### src/rtl/pmpd_pkg.sv
// Shared types and constants for the PS/2 mouse packet decoder.
package pmpd_pkg;

    localparam int COORD_BITS_DEFAULT   = 13;
    localparam int COUNTER_BITS_DEFAULT = 32;
    localparam int SIZE_BITS            = 14;
    localparam int QUEUE_DEPTH          = 2;

    localparam logic [SIZE_BITS-1:0] WIDTH_RESET  = 14'd800;
    localparam logic [SIZE_BITS-1:0] HEIGHT_RESET = 14'd600;
    localparam int CURSOR_X_RESET = 800 / 2;
    localparam int CURSOR_Y_RESET = 600 / 2;

    localparam logic REG_SCREEN_WIDTH  = 1'b0;
    localparam logic REG_SCREEN_HEIGHT = 1'b1;

    localparam logic [7:0] SYNC_MASK     = 8'h08;
    localparam logic [7:0] OVERFLOW_MASK = 8'hC0;

    typedef enum logic [2:0] {
        EV_NO_DATA   = 3'd0,
        EV_DRAINED   = 3'd1,
        EV_SYNC_LOSS = 3'd2,
        EV_STORED    = 3'd3,
        EV_OVF_DROP  = 3'd4,
        EV_SIGN_DROP = 3'd5,
        EV_MOVED     = 3'd6
    } event_code_t;

    typedef struct packed {
        event_code_t code;
        logic [8:0]  dx;
        logic [8:0]  dy;
        logic [2:0]  buttons;
    } cmd_t;

endpackage

### src/rtl/pmpd_front.sv
// Front end: accepts controller read beats, assembles packets and classifies each beat.
module pmpd_front
(
    input  logic            clk,
    input  logic            rst_n,
    input  logic            in_valid,
    output logic            in_ready,
    input  logic            output_full,
    input  logic            from_aux,
    input  logic [7:0]      data_byte,
    output logic            push_valid,
    input  logic            push_ready,
    output pmpd_pkg::cmd_t  push_cmd
);

    logic [1:0]     pos_reg;
    logic [1:0]     pos_next;
    logic [7:0]     pkt_reg [2];
    logic           store_en;
    logic           accept;
    pmpd_pkg::cmd_t cmd;
    logic [7:0]     flags;
    logic [7:0]     mx;

    assign in_ready   = push_ready;
    assign accept     = in_valid && push_ready;
    assign push_valid = in_valid;
    assign push_cmd   = cmd;
    assign flags      = pkt_reg[0];
    assign mx         = pkt_reg[1];

    always_comb
    begin
        pos_next    = pos_reg;
        store_en    = 1'b0;
        cmd.code    = pmpd_pkg::EV_NO_DATA;
        cmd.dx      = {flags[4], mx};
        cmd.dy      = {flags[5], data_byte};
        cmd.buttons = flags[2:0];
        if (!output_full)
        begin
            cmd.code = pmpd_pkg::EV_NO_DATA;
        end
        else if (!from_aux)
        begin
            cmd.code = pmpd_pkg::EV_DRAINED;
        end
        else if (pos_reg == 2'd0 && (data_byte & pmpd_pkg::SYNC_MASK) == 8'h00)
        begin
            cmd.code = pmpd_pkg::EV_SYNC_LOSS;
        end
        else if (pos_reg != 2'd2)
        begin
            cmd.code = pmpd_pkg::EV_STORED;
            store_en = 1'b1;
            pos_next = pos_reg + 2'd1;
        end
        else
        begin
            pos_next = 2'd0;
            if ((flags & pmpd_pkg::OVERFLOW_MASK) != 8'h00)
            begin
                cmd.code = pmpd_pkg::EV_OVF_DROP;
            end
            else if (flags[4] != mx[7] || flags[5] != data_byte[7])
            begin
                cmd.code = pmpd_pkg::EV_SIGN_DROP;
            end
            else
            begin
                cmd.code = pmpd_pkg::EV_MOVED;
            end
        end
    end

    always_ff @(posedge clk or negedge rst_n)
    begin
        if (!rst_n)
        begin
            pos_reg <= 2'd0;
        end
        else if (accept)
        begin
            pos_reg <= pos_next;
        end
    end

    always_ff @(posedge clk)
    begin
        if (accept && store_en)
        begin
            pkt_reg[pos_reg[0]] <= data_byte;
        end
    end

`ifndef SYNTHESIS
    a_pos_range: assert property (@(posedge clk) disable iff (!rst_n)
        pos_reg != 2'd3)
        else $error("byte position out of range");
    a_third_clears: assert property (@(posedge clk) disable iff (!rst_n)
        accept && output_full && from_aux && pos_reg == 2'd2 |=> pos_reg == 2'd0)
        else $error("third byte did not close the packet");
    a_hold_no_accept: assert property (@(posedge clk) disable iff (!rst_n)
        !accept |=> pos_reg == $past(pos_reg))
        else $error("byte position moved without a beat");
`endif

endmodule

### src/rtl/pmpd_queue.sv
// Short command queue between the front end and the back end.
module pmpd_queue
(
    input  logic            clk,
    input  logic            rst_n,
    input  logic            push_valid,
    output logic            push_ready,
    input  pmpd_pkg::cmd_t  push_cmd,
    output logic            pop_valid,
    input  logic            pop_ready,
    output pmpd_pkg::cmd_t  pop_cmd
);

    localparam int DEPTH = pmpd_pkg::QUEUE_DEPTH;
    localparam int PW    = (DEPTH > 1) ? $clog2(DEPTH) : 1;
    localparam int CW    = $clog2(DEPTH + 1);

    pmpd_pkg::cmd_t entry_reg [DEPTH];
    logic [PW-1:0]  wr_ptr_reg;
    logic [PW-1:0]  rd_ptr_reg;
    logic [CW-1:0]  count_reg;
    logic           push;
    logic           pop;

    assign push_ready = (count_reg != CW'(DEPTH));
    assign pop_valid  = (count_reg != '0);
    assign push       = push_valid && push_ready;
    assign pop        = pop_valid && pop_ready;
    assign pop_cmd    = entry_reg[rd_ptr_reg];

    always_ff @(posedge clk or negedge rst_n)
    begin
        if (!rst_n)
        begin
            wr_ptr_reg <= '0;
            rd_ptr_reg <= '0;
            count_reg  <= '0;
        end
        else
        begin
            if (push)
            begin
                wr_ptr_reg <= (wr_ptr_reg == PW'(DEPTH - 1)) ? '0 : wr_ptr_reg + PW'(1);
            end
            if (pop)
            begin
                rd_ptr_reg <= (rd_ptr_reg == PW'(DEPTH - 1)) ? '0 : rd_ptr_reg + PW'(1);
            end
            if (push && !pop)
            begin
                count_reg <= count_reg + CW'(1);
            end
            else if (pop && !push)
            begin
                count_reg <= count_reg - CW'(1);
            end
        end
    end

    always_ff @(posedge clk)
    begin
        if (push)
        begin
            entry_reg[wr_ptr_reg] <= push_cmd;
        end
    end

`ifndef SYNTHESIS
    a_count_max: assert property (@(posedge clk) disable iff (!rst_n)
        count_reg <= CW'(DEPTH))
        else $error("queue count beyond depth");
    a_count_track: assert property (@(posedge clk) disable iff (!rst_n)
        push && !pop |=> count_reg == $past(count_reg) + CW'(1))
        else $error("queue count missed a push");
    a_empty_pop: assert property (@(posedge clk) disable iff (!rst_n)
        count_reg == '0 |-> !pop)
        else $error("pop from empty queue");
`endif

endmodule

### src/rtl/pmpd_back.sv
// Back end: applies classified commands to cursor, buttons and counters, holds the result.
module pmpd_back
#(
    parameter int COORD_BITS   = pmpd_pkg::COORD_BITS_DEFAULT,
    parameter int COUNTER_BITS = pmpd_pkg::COUNTER_BITS_DEFAULT
)
(
    input  logic                              clk,
    input  logic                              rst_n,
    input  logic                              cfg_we,
    input  logic                              cfg_index,
    input  logic [pmpd_pkg::SIZE_BITS-1:0]    cfg_data,
    input  logic                              pop_valid,
    output logic                              pop_ready,
    input  pmpd_pkg::cmd_t                    pop_cmd,
    output logic                              out_valid,
    input  logic                              out_ready,
    output logic [COORD_BITS-1:0]             cursor_x,
    output logic [COORD_BITS-1:0]             cursor_y,
    output logic [2:0]                        button_bits,
    output logic [2:0]                        event_code,
    output logic [COUNTER_BITS-1:0]           packet_count,
    output logic [COUNTER_BITS-1:0]           dropped_count,
    output logic [COUNTER_BITS-1:0]           aux_byte_count,
    output logic [COUNTER_BITS-1:0]           sync_loss_count,
    output logic [COUNTER_BITS-1:0]           drained_count
);

    localparam int SB = pmpd_pkg::SIZE_BITS;
    localparam int CW = ((COORD_BITS > SB) ? COORD_BITS : SB) + 2;

    logic [SB-1:0]           width_reg;
    logic [SB-1:0]           height_reg;
    logic                    valid_reg;
    logic [COORD_BITS-1:0]   x_reg;
    logic [COORD_BITS-1:0]   x_next;
    logic [COORD_BITS-1:0]   y_reg;
    logic [COORD_BITS-1:0]   y_next;
    logic [2:0]              btn_reg;
    pmpd_pkg::event_code_t   code_reg;
    logic [COUNTER_BITS-1:0] pkt_cnt_reg;
    logic [COUNTER_BITS-1:0] drop_cnt_reg;
    logic [COUNTER_BITS-1:0] aux_cnt_reg;
    logic [COUNTER_BITS-1:0] sync_cnt_reg;
    logic [COUNTER_BITS-1:0] drain_cnt_reg;
    logic                    pop;
    logic [CW-1:0]           cmax;
    logic [CW-1:0]           lim_x;
    logic [CW-1:0]           lim_y;
    logic signed [CW-1:0]    vx;
    logic signed [CW-1:0]    vy;
    logic                    is_aux;
    logic                    is_drop;

    assign pop       = pop_valid && (!valid_reg || out_ready);
    assign pop_ready = !valid_reg || out_ready;

    assign cmax = (CW'(1) << COORD_BITS) - CW'(1);

    always_comb
    begin
        lim_x = (width_reg == '0) ? '0 : CW'(width_reg) - CW'(1);
        if (lim_x > cmax)
        begin
            lim_x = cmax;
        end
        lim_y = (height_reg == '0) ? '0 : CW'(height_reg) - CW'(1);
        if (lim_y > cmax)
        begin
            lim_y = cmax;
        end
    end

    always_comb
    begin
        vx = $signed(CW'(x_reg)) + $signed({{(CW-9){pop_cmd.dx[8]}}, pop_cmd.dx});
        vy = $signed(CW'(y_reg)) - $signed({{(CW-9){pop_cmd.dy[8]}}, pop_cmd.dy});
        if (vx[CW-1])
        begin
            x_next = '0;
        end
        else if (CW'(vx) > lim_x)
        begin
            x_next = lim_x[COORD_BITS-1:0];
        end
        else
        begin
            x_next = vx[COORD_BITS-1:0];
        end
        if (vy[CW-1])
        begin
            y_next = '0;
        end
        else if (CW'(vy) > lim_y)
        begin
            y_next = lim_y[COORD_BITS-1:0];
        end
        else
        begin
            y_next = vy[COORD_BITS-1:0];
        end
    end

    assign is_aux  = (pop_cmd.code != pmpd_pkg::EV_NO_DATA) &&
                     (pop_cmd.code != pmpd_pkg::EV_DRAINED);
    assign is_drop = (pop_cmd.code == pmpd_pkg::EV_OVF_DROP) ||
                     (pop_cmd.code == pmpd_pkg::EV_SIGN_DROP);

    always_ff @(posedge clk or negedge rst_n)
    begin
        if (!rst_n)
        begin
            width_reg  <= pmpd_pkg::WIDTH_RESET;
            height_reg <= pmpd_pkg::HEIGHT_RESET;
        end
        else if (cfg_we)
        begin
            case (cfg_index)
                pmpd_pkg::REG_SCREEN_WIDTH:  width_reg  <= cfg_data;
                pmpd_pkg::REG_SCREEN_HEIGHT: height_reg <= cfg_data;
                default: ;
            endcase
        end
    end

    always_ff @(posedge clk or negedge rst_n)
    begin
        if (!rst_n)
        begin
            valid_reg     <= 1'b0;
            x_reg         <= COORD_BITS'(pmpd_pkg::CURSOR_X_RESET);
            y_reg         <= COORD_BITS'(pmpd_pkg::CURSOR_Y_RESET);
            btn_reg       <= 3'd0;
            code_reg      <= pmpd_pkg::EV_NO_DATA;
            pkt_cnt_reg   <= '0;
            drop_cnt_reg  <= '0;
            aux_cnt_reg   <= '0;
            sync_cnt_reg  <= '0;
            drain_cnt_reg <= '0;
        end
        else
        begin
            if (pop)
            begin
                valid_reg <= 1'b1;
                code_reg  <= pop_cmd.code;
                if (is_aux)
                begin
                    aux_cnt_reg <= aux_cnt_reg + COUNTER_BITS'(1);
                end
                if (is_drop)
                begin
                    drop_cnt_reg <= drop_cnt_reg + COUNTER_BITS'(1);
                end
                case (pop_cmd.code)
                    pmpd_pkg::EV_DRAINED:
                    begin
                        drain_cnt_reg <= drain_cnt_reg + COUNTER_BITS'(1);
                    end
                    pmpd_pkg::EV_SYNC_LOSS:
                    begin
                        sync_cnt_reg <= sync_cnt_reg + COUNTER_BITS'(1);
                    end
                    pmpd_pkg::EV_MOVED:
                    begin
                        x_reg       <= x_next;
                        y_reg       <= y_next;
                        btn_reg     <= pop_cmd.buttons;
                        pkt_cnt_reg <= pkt_cnt_reg + COUNTER_BITS'(1);
                    end
                    default: ;
                endcase
            end
            else if (out_ready)
            begin
                valid_reg <= 1'b0;
            end
        end
    end

    assign out_valid       = valid_reg;
    assign cursor_x        = x_reg;
    assign cursor_y        = y_reg;
    assign button_bits     = btn_reg;
    assign event_code      = code_reg;
    assign packet_count    = pkt_cnt_reg;
    assign dropped_count   = drop_cnt_reg;
    assign aux_byte_count  = aux_cnt_reg;
    assign sync_loss_count = sync_cnt_reg;
    assign drained_count   = drain_cnt_reg;

`ifndef SYNTHESIS
    a_pop_shows: assert property (@(posedge clk) disable iff (!rst_n)
        pop |=> valid_reg)
        else $error("popped command produced no result");
    a_move_clamped: assert property (@(posedge clk) disable iff (!rst_n)
        pop && pop_cmd.code == pmpd_pkg::EV_MOVED |=>
            CW'(x_reg) <= lim_x && CW'(y_reg) <= lim_y)
        else $error("cursor outside the screen after a move");
    a_aux_count: assert property (@(posedge clk) disable iff (!rst_n)
        pop && is_aux |=> aux_cnt_reg == $past(aux_cnt_reg) + COUNTER_BITS'(1))
        else $error("auxiliary byte not counted");
    a_cursor_only_on_move: assert property (@(posedge clk) disable iff (!rst_n)
        !(pop && pop_cmd.code == pmpd_pkg::EV_MOVED) |=> $stable(x_reg) && $stable(y_reg))
        else $error("cursor moved without an accepted packet");
`endif

endmodule

### src/rtl/ps2_mouse_packet_decoder.sv
// Top level of the PS/2 mouse three-byte packet decoder.
// Takes one controller read beat per cycle unless back-pressure from out_ready fills
// the queue, and returns exactly one result beat for each, in order: the cursor clamped
// to the screen, the latched buttons, an event code and five wrapping counters. Each
// beat is written into the command queue, then registered into the result by the back
// end, which applies it with a single add-and-clamp per axis. A two-entry command queue
// lets the input keep flowing while a result waits to be taken. Screen size writes take
// effect on the next packet and do not move the cursor by themselves.
module ps2_mouse_packet_decoder
#(
    parameter int COORD_BITS   = pmpd_pkg::COORD_BITS_DEFAULT,
    parameter int COUNTER_BITS = pmpd_pkg::COUNTER_BITS_DEFAULT
)
(
    input  logic                           clk,
    input  logic                           rst_n,
    input  logic                           cfg_we,
    input  logic                           cfg_index,
    input  logic [pmpd_pkg::SIZE_BITS-1:0] cfg_data,
    input  logic                           in_valid,
    output logic                           in_ready,
    input  logic                           output_full,
    input  logic                           from_aux,
    input  logic [7:0]                     data_byte,
    output logic                           out_valid,
    input  logic                           out_ready,
    output logic [COORD_BITS-1:0]          cursor_x,
    output logic [COORD_BITS-1:0]          cursor_y,
    output logic [2:0]                     button_bits,
    output logic [2:0]                     event_code,
    output logic [COUNTER_BITS-1:0]        packet_count,
    output logic [COUNTER_BITS-1:0]        dropped_count,
    output logic [COUNTER_BITS-1:0]        aux_byte_count,
    output logic [COUNTER_BITS-1:0]        sync_loss_count,
    output logic [COUNTER_BITS-1:0]        drained_count
);

    logic           push_valid;
    logic           push_ready;
    pmpd_pkg::cmd_t push_cmd;
    logic           pop_valid;
    logic           pop_ready;
    pmpd_pkg::cmd_t pop_cmd;

    pmpd_front u_front
    (
        .clk         (clk),
        .rst_n       (rst_n),
        .in_valid    (in_valid),
        .in_ready    (in_ready),
        .output_full (output_full),
        .from_aux    (from_aux),
        .data_byte   (data_byte),
        .push_valid  (push_valid),
        .push_ready  (push_ready),
        .push_cmd    (push_cmd)
    );

    pmpd_queue u_queue
    (
        .clk        (clk),
        .rst_n      (rst_n),
        .push_valid (push_valid),
        .push_ready (push_ready),
        .push_cmd   (push_cmd),
        .pop_valid  (pop_valid),
        .pop_ready  (pop_ready),
        .pop_cmd    (pop_cmd)
    );

    pmpd_back
    #(
        .COORD_BITS   (COORD_BITS),
        .COUNTER_BITS (COUNTER_BITS)
    )
    u_back
    (
        .clk             (clk),
        .rst_n           (rst_n),
        .cfg_we          (cfg_we),
        .cfg_index       (cfg_index),
        .cfg_data        (cfg_data),
        .pop_valid       (pop_valid),
        .pop_ready       (pop_ready),
        .pop_cmd         (pop_cmd),
        .out_valid       (out_valid),
        .out_ready       (out_ready),
        .cursor_x        (cursor_x),
        .cursor_y        (cursor_y),
        .button_bits     (button_bits),
        .event_code      (event_code),
        .packet_count    (packet_count),
        .dropped_count   (dropped_count),
        .aux_byte_count  (aux_byte_count),
        .sync_loss_count (sync_loss_count),
        .drained_count   (drained_count)
    );

endmodule

### config.mk
export PLATFORM = sky130hd
export DESIGN_NAME = ps2_mouse_packet_decoder
export DESIGN_NICKNAME = d
export VERILOG_FILES = /design/src/rtl/pmpd_pkg.sv /design/src/rtl/pmpd_front.sv /design/src/rtl/pmpd_queue.sv /design/src/rtl/pmpd_back.sv /design/src/rtl/ps2_mouse_packet_decoder.sv
export SDC_FILE = /design/constraint.sdc
export NUM_CORES = 1
export LEC_CHECK = 0
export ABC_AREA = 1
export ABC_CLOCK_PERIOD_IN_PS = 12700
export CORE_ASPECT_RATIO = 1.25
export CORE_UTILIZATION = 45
export DETAILED_ROUTE_END_ITERATION = 10
export DONT_BUFFER_PORTS = 1
export GPL_ROUTABILITY_DRIVEN = 0
export GPL_TIMING_DRIVEN = 0
export PLACE_DENSITY = 0.64
export SYNTH_ARGS = -nofsm -noshare
export SYNTH_HDL_FRONTEND = slang
export SYNTH_SLANG_ARGS = --single-unit
### constraint.sdc
create_clock -name clk -period 12.7 [get_ports clk]
set_input_delay 1.27 -clock clk [delete_from_list [all_inputs] [get_ports clk]]
set_output_delay 1.27 -clock clk [all_outputs]
set_load 0.05 [all_outputs]
Yosys cells after proc, flatten, opt, wreduce, memory -nomap -nowiden
Memory sizes are Yosys's and may differ from the RTL's.
Index checks and enable logic that the tools add are counted.
Operators by class
  add/sub/neg operators: 14
  magnitude comparators: 4
  equality and inequality tests: 10
  mux-type cells: 29
  bitwise logic cells: 2
  reductions and logical operators: 30
Operators by type and width (number)
  $add 32x1->32 const B: 5
  $mux 16: 4
  $mux 13: 4
  $gt 16x13->1 const B: 2
  $gt 16x16->1: 2
  $sub 14x1->15 const B: 2
  $logic_not 14->1: 2
  $add 14x9->15: 1
  $mux 3: 5
  $sub 14x9->15: 1
  $reduce_and 2->1: 7
  $mux 1: 12
  $eq 3x3->1 const B: 3
  $logic_not 8->1: 1
  $mux 2: 4
  $reduce_bool 8->1: 1
  $logic_and 1x1->1: 7
  $reduce_bool 2->1: 3
  $add 2x1->2 const B: 2
  $ne 2x2->1 const B: 2
  $reduce_and 4->1: 1
  $eq 3x1->1 const B: 1
  $eq 3x2->1 const B: 1
  $logic_not 1->1: 3
  8 further kinds: 13
Storage, ports and cells
  register bits after elaboration: 227
  bits in writable memories: 64
  input port bits: 30
  logic and storage cells: 107
  memories: 2
Memories
  u_queue.entry_reg: depth 2, bits a word 24, read ports 1, clocked after memory_dff 0, write ports 1, RTL line pmpd_queue.sv:18  | pmpd_pkg::cmd_t entry_reg [DEPTH];
  u_front.pkt_reg: depth 2, bits a word 8, read ports 2, clocked after memory_dff 0, write ports 1, RTL line pmpd_front.sv:18  | logic [7:0] pkt_reg [2];

Logic depth before layout (Yosys ltp)
Gate-level depths: netlist (run 1).
An unclocked memory read counts as a cell.
  depth after elaboration: 9
  depth in mapped cells: 31
  gate-level depth less buffers: 27

Hierarchy
From an unflattened synthesis (run 1), not the netlist that was laid out.
Unflattened totals
  cells, all modules: 2154
  area, all modules: 17106.4 um2
Modules (own cells, without submodules)
  pmpd_back: times used 1, cells an instance 1933, area an instance 14292.5 um2, sequential area each 5547.8 um2
  pmpd_queue: times used 1, cells an instance 154, area an instance 2039.5 um2, sequential area each 1541.5 um2
  pmpd_front: times used 1, cells an instance 67, area an instance 774.5 um2, sequential area each 500.5 um2

Worst setup path before layout (run 1)
OpenSTA, ideal clock, no wires.
  path type: register -> register
  start: register u_queue.rd_ptr_reg
  end: register u_back.x_reg[10], in the netlist u_back.cursor_x[10]
  arrival: 4.065 ns
  required time: 12.582 ns
  setup slack: 8.517 ns
  cell stages (with the launch flop): 31
  period minus slack after synthesis: 4.183 ns
  cell sequence: dfrtp_1 > buf_6 > clkbuf_1 > clkbuf_1 > nand2_1 > nand2_1 > ha_1 > inv_1 > fa_1 > inv_1 > nand3_1 > nand2_1 > nand2_1 > nand2_1 > nand3_1 > nand2_1 > nand2_1 > nand2_1 > buf_4 > inv_1 > ha_1 > inv_1 > nor2_1 > nand2_1 > inv_1 > nand2_1 > a21oi_1 > clkbuf_1 > nand2_1 > nand4_1 > nand2_1
Between the ends
  longest elaborated chain between the ends: 5
  elaborated cells between the ends (all ways): 7
RTL lines
  start: declaration: RTL line pmpd_queue.sv:20  | logic [PW-1:0] rd_ptr_reg;
  start signal: assignment: RTL line pmpd_queue.sv:47  | rd_ptr_reg <= (rd_ptr_reg == PW'(DEPTH - 1)) ? '0 : rd_ptr_reg + PW'(1);
  $mem_v2 2x24 (*)
  $add 14x9->15: RTL line pmpd_back.sv:76  | vx = $signed(CW'(x_reg)) + $signed({{(CW-9){pop_cmd.dx[8]}}, pop_cmd.dx});
  $gt 16x16->1: RTL line pmpd_back.sv:82  | else if (CW'(vx) > lim_x)
  $mux 13: RTL line pmpd_back.sv:82
  $mux 13: RTL line pmpd_back.sv:78  | if (vx[CW-1])
  end signal: assignment: RTL line pmpd_back.sv:131  | x_reg <= COORD_BITS'(pmpd_pkg::CURSOR_X_RESET);
  end signal: assignment: RTL line pmpd_back.sv:166  | x_reg <= x_next;
  end: declaration: RTL line pmpd_back.sv:35  | logic [COORD_BITS-1:0] x_reg;
Mark *: on every way between the ends. The rest lies on a longest branch, timed or not.
A chain may end at the register's enable or synchronous reset.

Final worst setup path (run 1)
  start: register u_queue.rd_ptr_reg
  end: register u_back.x_reg[11], in the netlist u_back.cursor_x[11]
The elaborated chain is that of the path after synthesis.

==> tab_implementation.tex, run 1 <==
\begin{tabular}{lr}
\hline
Metric & Value \\
\hline
\multicolumn{2}{l}{\textbf{Status}} \\
Run status & complete, no violations \\
\multicolumn{2}{l}{\textbf{Pwr}} \\
Worst vdd ir & 0.134 mV \\
Switching power & 2.13 mW \\
Part of the power in registers & 0.380 \\
Part of the power in the clock network & 0.230 \\
Cell-internal power & 2.36 mW \\
Switching power as a share of total power & 0.474 \\
Pwr/cell area & 231 nW/um2 \\
Combinational fraction of design power & 0.389 \\
Leakage dissipation & 9.49 nW \\
\multicolumn{2}{l}{\textbf{Clocking}} \\
Number of H-tree branching levels & 1 \\
Maximum clock path buffer count & 3 \\
Clock root buffer & clkbuf\_16 \\
Post-cts resize count & 0 \\
Clock slew at the register clock pins of the worst setup and hold paths & 0.06 ns \\
Clock insertion delay at the later pin of the skew report & 0.58 ns \\
Cts-stage hold buffer count & 0 \\
Sinks on Clock Net & 290 \\
Post-CTS setup repair buffer count & 0 \\
Number of buffers added by the clock tree synthesis step & 31 \\
TritonCTS clock tree & built \\
\multicolumn{2}{l}{\textbf{Synthesis}} \\
Top FF cell, synth & dfrtp\_1 \\
Top cell type by total area after synthesis & dfrtp\_1 \\
Synth top area share & 0.303 \\
Number of synthesized flops with an enable pin & 63 \\
Syn avg cell area & 7.72 um2 \\
Post-synthesis cell area & 17600 um2 \\
Total of warnings raised by yosys & 0 \\
Sequential fraction of the synthesis area & 0.432 \\
Top area cells in the synthesized netlist & dfrtp\_1 (30\%), nand2\_1 (16\%), edfxtp\_1 (11\%), inv\_1 (5.6\%), xor2\_1 (5.1\%) \\
Count of state elements after synthesis & 290 \\
Number of instances in the synthesized netlist & 2276 \\
Post-synthesis cell type count & 50 \\
Async S/R FF share, synth & 0.783 \\
\multicolumn{2}{l}{\textbf{Final layout}} \\
Fraction of layout instances using a drive strength above 1 & 0.0663 \\
Inserted Diodes & 0 \\
Fin cells & 2831 \\
Fin nets & 2414 \\
Commonest non-fill, non-tap cell in the layout & nand2\_1 \\
Most frequent cells in the layout & nand2\_1 (769), inv\_1 (263), nor2\_1 (217) \\
Area Growth Syn to Fin & 10.6\% \\
Number of flip-flops in the largest register & 48 \\
\multicolumn{2}{l}{\textbf{Detailed routing}} \\
Routed wirelength normalized by instance count & 15.7 um \\
DR vias & 14636 \\
DRC marker count from the first detailed-route iteration & 824 \\
Detailed-route wire length & 44500 um \\
Post-route DRC violation count & 0 \\
Number of nets with antenna violations after routing & 0 \\
Per-cell via count in the routed design & 5.17 \\
Number of iterations in the first detailed-routing pass & 7 \\
\multicolumn{2}{l}{\textbf{STA}} \\
Rel. slew slack & 0.240 \\
Final period util & 0.417 \\
Time the final worst path needs with I/O delays and setup & 5.30 ns \\
Number of setup violations in the final report & 0 \\
RSZ-0062 raised after global routing & no \\
Total negative slack for setup checks & 0 ns \\
Final Max Slew Viols & 0 \\
Setup skew after layout & 0.0126 ns \\
Final Hold Fails & 0 \\
Timing-limited maximum frequency & 189 MHz \\
Measured slew at the worst slew-check pin & 1.13 ns \\
\multicolumn{2}{l}{\textbf{Global routing}} \\
Via count of the first global-routing pass & 14604 \\
Global-route wire length before repair & 73300 um \\
Largest net degree at the start of global routing & 228 \\
GRT Total Usage & 0.228 \\
Total gr overflow & 0 \\
Initial antenna violation count & 0 \\
\multicolumn{2}{l}{\textbf{Worst hold path}} \\
Classification of the worst-slack hold path & in2async \\
\multicolumn{2}{l}{\textbf{Setup path}} \\
Critical path data required time & 13.16 ns \\
CP Max Fanout & 10 \\
Cell with the largest stage delay on the worst path & clkbuf\_1 \\
Worst EP arrival & 5.76 ns \\
Crit path top cell by count & nand2\_1 \\
CP peak stage delay & 0.53 ns \\
Startpoint kind of the worst setup timing path & flop \\
Cells on worst reg2reg path & 30 \\
Critical path class & reg2reg \\
CP endpoint kind & flop \\
\multicolumn{2}{l}{\textbf{Floorplanning}} \\
Die area & 39900 um2 \\
Total number of placement rows & 80 \\
I/O pin cnt & 224 \\
Core Area & 38300 um2 \\
Die boundary height & 223 um \\
Horizontal die dimension & 179 um \\
Starting utilization of the core area & 0.458 \\
\multicolumn{2}{l}{\textbf{Place}} \\
Dpl cells & 2773 \\
Count of input and output buffers & 0 \\
Half-perimeter wire length of the detailed placement result & 34000 um \\
\multicolumn{2}{l}{\textbf{Run}} \\
\# Max-Cap Violations & 0 \\
\hline
\end{tabular}
[cell type report]
type / count / area [um2]
fill: 3665 / 18900
tap: 492 / 616
inverter: 274 / 1040
multi-input combinational: 1674 / 8740
sequential: 290 / 7590
buffer: 41 / 219
clock inverter: 21 / 318
timing repair buffer: 2 / 55.1
clock buffer: 37 / 860
[cell usage after synthesis (9+ instances only)]
master / instances
a21oi_1: 27
buf_2: 16
clkbuf_1: 17
dfrtp_1: 213
dfstp_2: 14
edfxtp_1: 63
ha_1: 68
inv_1: 263
nand2_1: 769
nand3_1: 110
nand4_1: 70
nor2_1: 219
nor2_2: 11
nor3_1: 73
nor4_1: 9
o21ai_0: 59
xnor2_1: 78
xor2_1: 102
[kinds of logic after synthesis]
| kind of cell | synth area share |
|---|---|
| mux | 0.00399 |
| buf+inv | 0.0715 |
| flops | 0.432 |
| other cells | 0.000213 |
| compound gates | 0.0323 |
| simple gates | 0.320 |
| xor+xnor | 0.0897 |
| fa+ha+maj | 0.0507 |
[per-stage QoR]
step	power (mW)	util	instance area, um2	worst slack [ns]	hold slack [ns]
floorplan	3.00	-	17600	8.52	0.421
CTS	4.52	0.507	19400	7.42	0.363
finish	4.49	0.507	19400	7.40	0.394
global placement	3.40	0.475	18200	7.53	0.424
detailed placement	3.47	0.476	18300	7.44	0.430
global route	4.85	0.507	19400	6.78	0.363
[final timing paths]
kind	startpoint	to	slack, ns
setup / recovery	u_queue.rd_ptr_reg	u_back.cursor_x[11]	7.40
hold / removal	rst_n	u_back.drained_count[12]	0.39
setup reg to reg	u_queue.rd_ptr_reg	u_back.cursor_x[11]	7.40
hold reg to reg	u_front.pkt_reg[1][3]	u_queue.entry_reg[0][15]	0.44
max in group asynchronous	rst_n	u_back.height_reg[4]	11.94
min in group clk	u_front.pkt_reg[1][3]	u_queue.entry_reg[0][15]	0.44
[power by group through the flow]
stage                     combinational (mW)  clock [mW]  sequential [mW]
final                                   1.75        1.03             1.71
after global routing                    2.02        1.09             1.73
after CTS                               1.75        1.06             1.71
after detailed placement                1.74           0             1.73
after global placement                  1.68           0             1.72
after floorplan                         1.35           0             1.64
[critical path, delay by kind of cell, from the launching register on]
kind | cells | cell delay, ns
simple gates | 16 | 1.61
fa+ha+maj | 3 | 0.85
flops | 1 | 0.34
compound gates | 1 | 0.27
buf+inv | 10 | 2.12
[metal layers]
metal	wire (um)	up-vias	GRT usage
li1	-	7317	-
met1	18200	6829	0.269
met2	21600	387	0.393
met3	3100	103	0.0576
met4	1630	0	0.0864
met5	0	-	0
Note: power is estimated with default switching activity, not from simulation.
==> inputs of run 2 (changes only) <==
--- a/config.mk
+++ b/config.mk
@@ -5,15 +5,15 @@
 export SDC_FILE = /design/constraint.sdc
 export NUM_CORES = 1
 export LEC_CHECK = 0
-export ABC_AREA = 1
-export ABC_CLOCK_PERIOD_IN_PS = 12700
+export ABC_AREA = 0
+export ABC_CLOCK_PERIOD_IN_PS = 4500
 export CORE_ASPECT_RATIO = 1.25
 export CORE_UTILIZATION = 45
 export DETAILED_ROUTE_END_ITERATION = 10
 export DONT_BUFFER_PORTS = 1
 export GPL_ROUTABILITY_DRIVEN = 0
 export GPL_TIMING_DRIVEN = 0
-export PLACE_DENSITY = 0.64
+export PLACE_DENSITY = 0.66
 export SYNTH_ARGS = -nofsm -noshare
 export SYNTH_HDL_FRONTEND = slang
 export SYNTH_SLANG_ARGS = --single-unit
==> constraint.sdc (replaced) <==
create_clock -name clk -period 4.5 [get_ports clk]
set_input_delay 0.45 -clock clk [delete_from_list [all_inputs] [get_ports clk]]
set_output_delay 0.45 -clock clk [all_outputs]
set_load 0.05 [all_outputs]
==> tab_implementation.tex, run 2 <==
\begin{tabular}{lr}
\hline
Metric & Value \\
\hline
\multicolumn{2}{l}{\textbf{Global routing}} \\
Total gr overflow & 0 (unchanged) \\
Initial antenna violation count & 0 (unchanged) \\
Largest net degree at the start of global routing & 228 (unchanged) \\
Global-route wire length before repair & 52800 um (-28\%) \\
Via count of the first global-routing pass & 10100 (-31\%) \\
GRT Total Usage & 0.195 (-0.0328) \\
\multicolumn{2}{l}{\textbf{Clocking}} \\
Sinks on Clock Net & 290 (unchanged) \\
Number of buffers added by the clock tree synthesis step & 30 (-3.2\%) \\
Maximum clock path buffer count & 3 (unchanged) \\
Clock slew at the register clock pins of the worst setup and hold paths & 0.06 ns (about the same) \\
Clock insertion delay at the later pin of the skew report & 0.58 ns (about the same) \\
Cts-stage hold buffer count & 10 (+10) \\
TritonCTS clock tree & built \\
Number of H-tree branching levels & 1 (unchanged) \\
Clock root buffer & clkbuf\_16 \\
\multicolumn{2}{l}{\textbf{Setup path}} \\
Crit Reg-Reg Startpoint & u\_queue.rd\_ptr\_reg \\
CP Max Fanout & 15 (+5) \\
Critical path destination & u\_back.cursor\_x[1] \\
CP endpoint kind & flop \\
Worst EP arrival & 4.81 ns (-0.95 ns) \\
Reg-to-Reg End & u\_back.cursor\_x[1] \\
Critical path data required time & 4.98 ns (-8.18 ns) \\
Worst setup startpoint & u\_queue.rd\_ptr\_reg \\
Register-to-register path setup slack & 0.17 ns (-7.23 ns) \\
Cells on worst reg2reg path & 20 (-33\%) \\
Startpoint kind of the worst setup timing path & flop \\
Critical path class & reg2reg \\
\multicolumn{2}{l}{\textbf{Detailed routing}} \\
Number of nets with antenna violations after routing & 0 (unchanged) \\
DR vias & 10268 (-30\%) \\
DRC marker count from the first detailed-route iteration & 543 (-34\%) \\
Routed wirelength normalized by instance count & 18.1 um (+15\%) \\
Post-route DRC violation count & 0 (unchanged) \\
Detailed-route wire length & 33500 um (-25\%) \\
Per-cell via count in the routed design & 5.54 (+7.1\%) \\
Number of iterations in the first detailed-routing pass & 5 (-2) \\
\multicolumn{2}{l}{\textbf{Final layout}} \\
Fin nets & 1512 (-37\%) \\
Number of filler cells placed in the layout & 2806 (-23\%) \\
Commonest non-fill, non-tap cell in the layout & dfrtp\_1 \\
Fraction of layout instances using a drive strength above 1 & 0.131 (+0.0647) \\
Number of flip-flops in the largest register & 48 (unchanged) \\
Inserted Diodes & 0 (unchanged) \\
Most frequent cells in the layout & dfrtp\_1 (213), xnor2\_1 (146), nand2\_1 (133) \\
Area Growth Syn to Fin & 13.7\% \\
\multicolumn{2}{l}{\textbf{Pwr}} \\
Leakage dissipation & 7.30 nW (-23\%) \\
Worst vdd ir & 0.546 mV (+310\%) \\
Pwr/cell area & 685 nW/um2 (+200\%) \\
\multicolumn{2}{l}{\textbf{Synthesis}} \\
Post-synthesis cell type count & 76 (+52\%) \\
Number of synthesized flops with an enable pin & 63 (unchanged) \\
Top area cells in the synthesized netlist & dfrtp\_1 (36\%), edfxtp\_1 (13\%), xnor2\_1 (8.6\%), ha\_1 (5.7\%), nand2\_1 (3.3\%) \\
Most common cell in the synthesized netlist & dfrtp\_1 \\
Count of state elements after synthesis & 290 (unchanged) \\
Async S/R FF share, synth & 0.783 (unchanged) \\
Top FF cell, synth & dfrtp\_1 \\
Sequential fraction of the synthesis area & 0.508 (+0.0760) \\
Top cell type by total area after synthesis & dfrtp\_1 \\
Post-synthesis cell area & 14900 um2 (-15\%) \\
Leading post-synthesis cells by instance count & dfrtp\_1 (213), xnor2\_1 (147), nand2\_1 (133) \\
Syn avg cell area & 11.0 um2 (+42\%) \\
Total of warnings raised by yosys & 0 (unchanged) \\
Number of instances in the synthesized netlist & 1360 (-40\%) \\
Synth top area share & 0.357 (+0.0534) \\
\multicolumn{2}{l}{\textbf{STA}} \\
Final Hold Fails & 227 (+227) \\
Final period util & 0.963 (+0.546) \\
Measured slew at the worst slew-check pin & 1.15 ns (+0.0177 ns) \\
Time the final worst path needs with I/O delays and setup & 4.33 ns (-0.965 ns) \\
Number of setup violations in the final report & 0 (unchanged) \\
Worst Slack Setup Final & 0.167 ns (-7.23 ns) \\
Rel. slew slack & 0.224 (-0.0157) \\
Minimum hold slack & -0.427 ns (-0.820 ns) \\
Timing-limited maximum frequency & 231 MHz (+22\%) \\
Final Max Slew Viols & 0 (unchanged) \\
Setup skew after layout & 0.0150 ns (+0.00243 ns) \\
\multicolumn{2}{l}{\textbf{Status}} \\
Violated checks & negative hold slack \\
Run status & finished, violations left \\
\multicolumn{2}{l}{\textbf{Worst hold path}} \\
Classification of the worst-slack hold path & in2async \\
\multicolumn{2}{l}{\textbf{Place}} \\
Count of input and output buffers & 0 (unchanged) \\
Worst slack after detailed placement & -0.975 ns (-8.42 ns) \\
Half-perimeter wire length of the detailed placement result & 24400 um (-28\%) \\
\multicolumn{2}{l}{\textbf{Floorplanning}} \\
Starting utilization of the core area & 0.457 (-0.00118) \\
Total number of placement rows & 74 (-7.5\%) \\
I/O pin cnt & 224 (unchanged) \\
Core Area & 32700 um2 (-15\%) \\
Die area & 33900 um2 (-15\%) \\
Die boundary height & 206 um (-7.7\%) \\
Horizontal die dimension & 165 um (-7.7\%) \\
\multicolumn{2}{l}{\textbf{Run}} \\
\# Max-Cap Violations & 0 (unchanged) \\
\hline
\end{tabular}
[run 2: changes by cell type after synthesis, sizes merged, moves of 50 or more]
cell,change
nand2,-645
inv,-225
nor2,-157
xnor2,+69
nor3,-53
xor2,-50
[run 2: stage by stage]
stage / TNS (ns) / utilization / cells / power (mW) / cell area (um2)
6_report: 0 / 0.520 / 1854 / 11.6 / 17000
2_1_floorplan: 0 / - / 1363 / 7.47 / 15000
4_1_cts: -0.00245 / 0.514 / 1853 / 11.4 / 16800
3_3_place_gp: -18.82 / 0.474 / 1781 / 8.40 / 15500
3_5_place_dp: -20.84 / 0.474 / 1782 / 8.53 / 15500
5_1_grt: -0.126 / 0.520 / 1854 / 12.4 / 17000
[run 2: cell type report]
type / instances / area (um2) / area share
buffer: 31 / 191 / 0.0113
clock buffer: 36 / 836 / 0.0492
clock inverter: 20 / 223 / 0.0131
inverter: 47 / 176 / 0.0104
multi-input combinational: 993 / 7270 / 0.428
sequential: 290 / 7590 / 0.447
tap: 418 / 523 / 0.0308
timing repair buffer: 19 / 175 / 0.0103
[run 2: worst max-delay path, cell delays in order (launching register included)]
cell and delay [ns]:
dfrtp_1 0.37, buf_12 0.16, buf_8 0.15, mux2_2 0.35, ha_1 0.21, inv_1 0.07, fa_1 0.20, nor2b_1 0.07
o31a_1 0.35, a21o_1 0.20, o21ai_2 0.16, o21bai_2 0.09, xor2_2 0.19, buf_4 0.21, ha_4 0.29, nand3_4 0.09
nor3_2 0.19, a2bb2oi_2 0.21, buf_4 0.15, mux2_2 0.34, o31ai_2 0.18
[run 2: kinds of logic (layout without fill, tap and decap cells)]
| group | count (synthesis) | after routing | share of synthesized area |
|---|---|---|---|
| flops | 290 | 290 | 0.508 |
| buf+inv | 80 | 153 | 0.0221 |
| xor+xnor | 199 | 199 | 0.117 |
| mux | 69 | 69 | 0.0496 |
| simple gates | 492 | 492 | 0.171 |
| other cells | 1 | 4 | 0.000251 |
| compound gates | 159 | 159 | 0.0733 |
| fa+ha+maj | 70 | 70 | 0.0596 |
[run 2: worst min-delay path by stage]
stage,to,slack [ns],depth (start not counted)
6_report,u_back.dropped_count[12],-0.43,0
5_1_grt,u_back.drained_count[18],-0.45,0
4_1_cts,u_back.drained_count[17],-0.46,0
3_5_place_dp,u_back.dropped_count[9],0.16,0
3_3_place_gp,u_back.dropped_count[11],0.16,0
2_1_floorplan,u_back.aux_byte_count[0],0.15,0
[run 2: layer usage]
| layer | global-route usage | wire length [um] | share of wire |
|---|---|---|---|
| met1 | 0.226 | 13400 | 0.40 |
| met3 | 0.0498 | 2200 | 0.065 |
| met4 | 0.0750 | 1160 | 0.035 |
| met2 | 0.340 | 16700 | 0.50 |
| met5 | 0 | 0 | 0 |
[run 2: what timing repair did]
item / CTS / global route
pin swaps: 3 / 9
setup buffers: 5 / 3
gates resized for setup: 30 / 39
setup endpoints to repair: 26 / 26
hold endpoints to repair: 260 / 227
[run 2: power by group]
group	switching (mW)	leakage, nW	internal (mW)
clock network	1.08	0.524	1.51
registers	1.28	3.55	3.12
logic	2.63	3.23	2.02
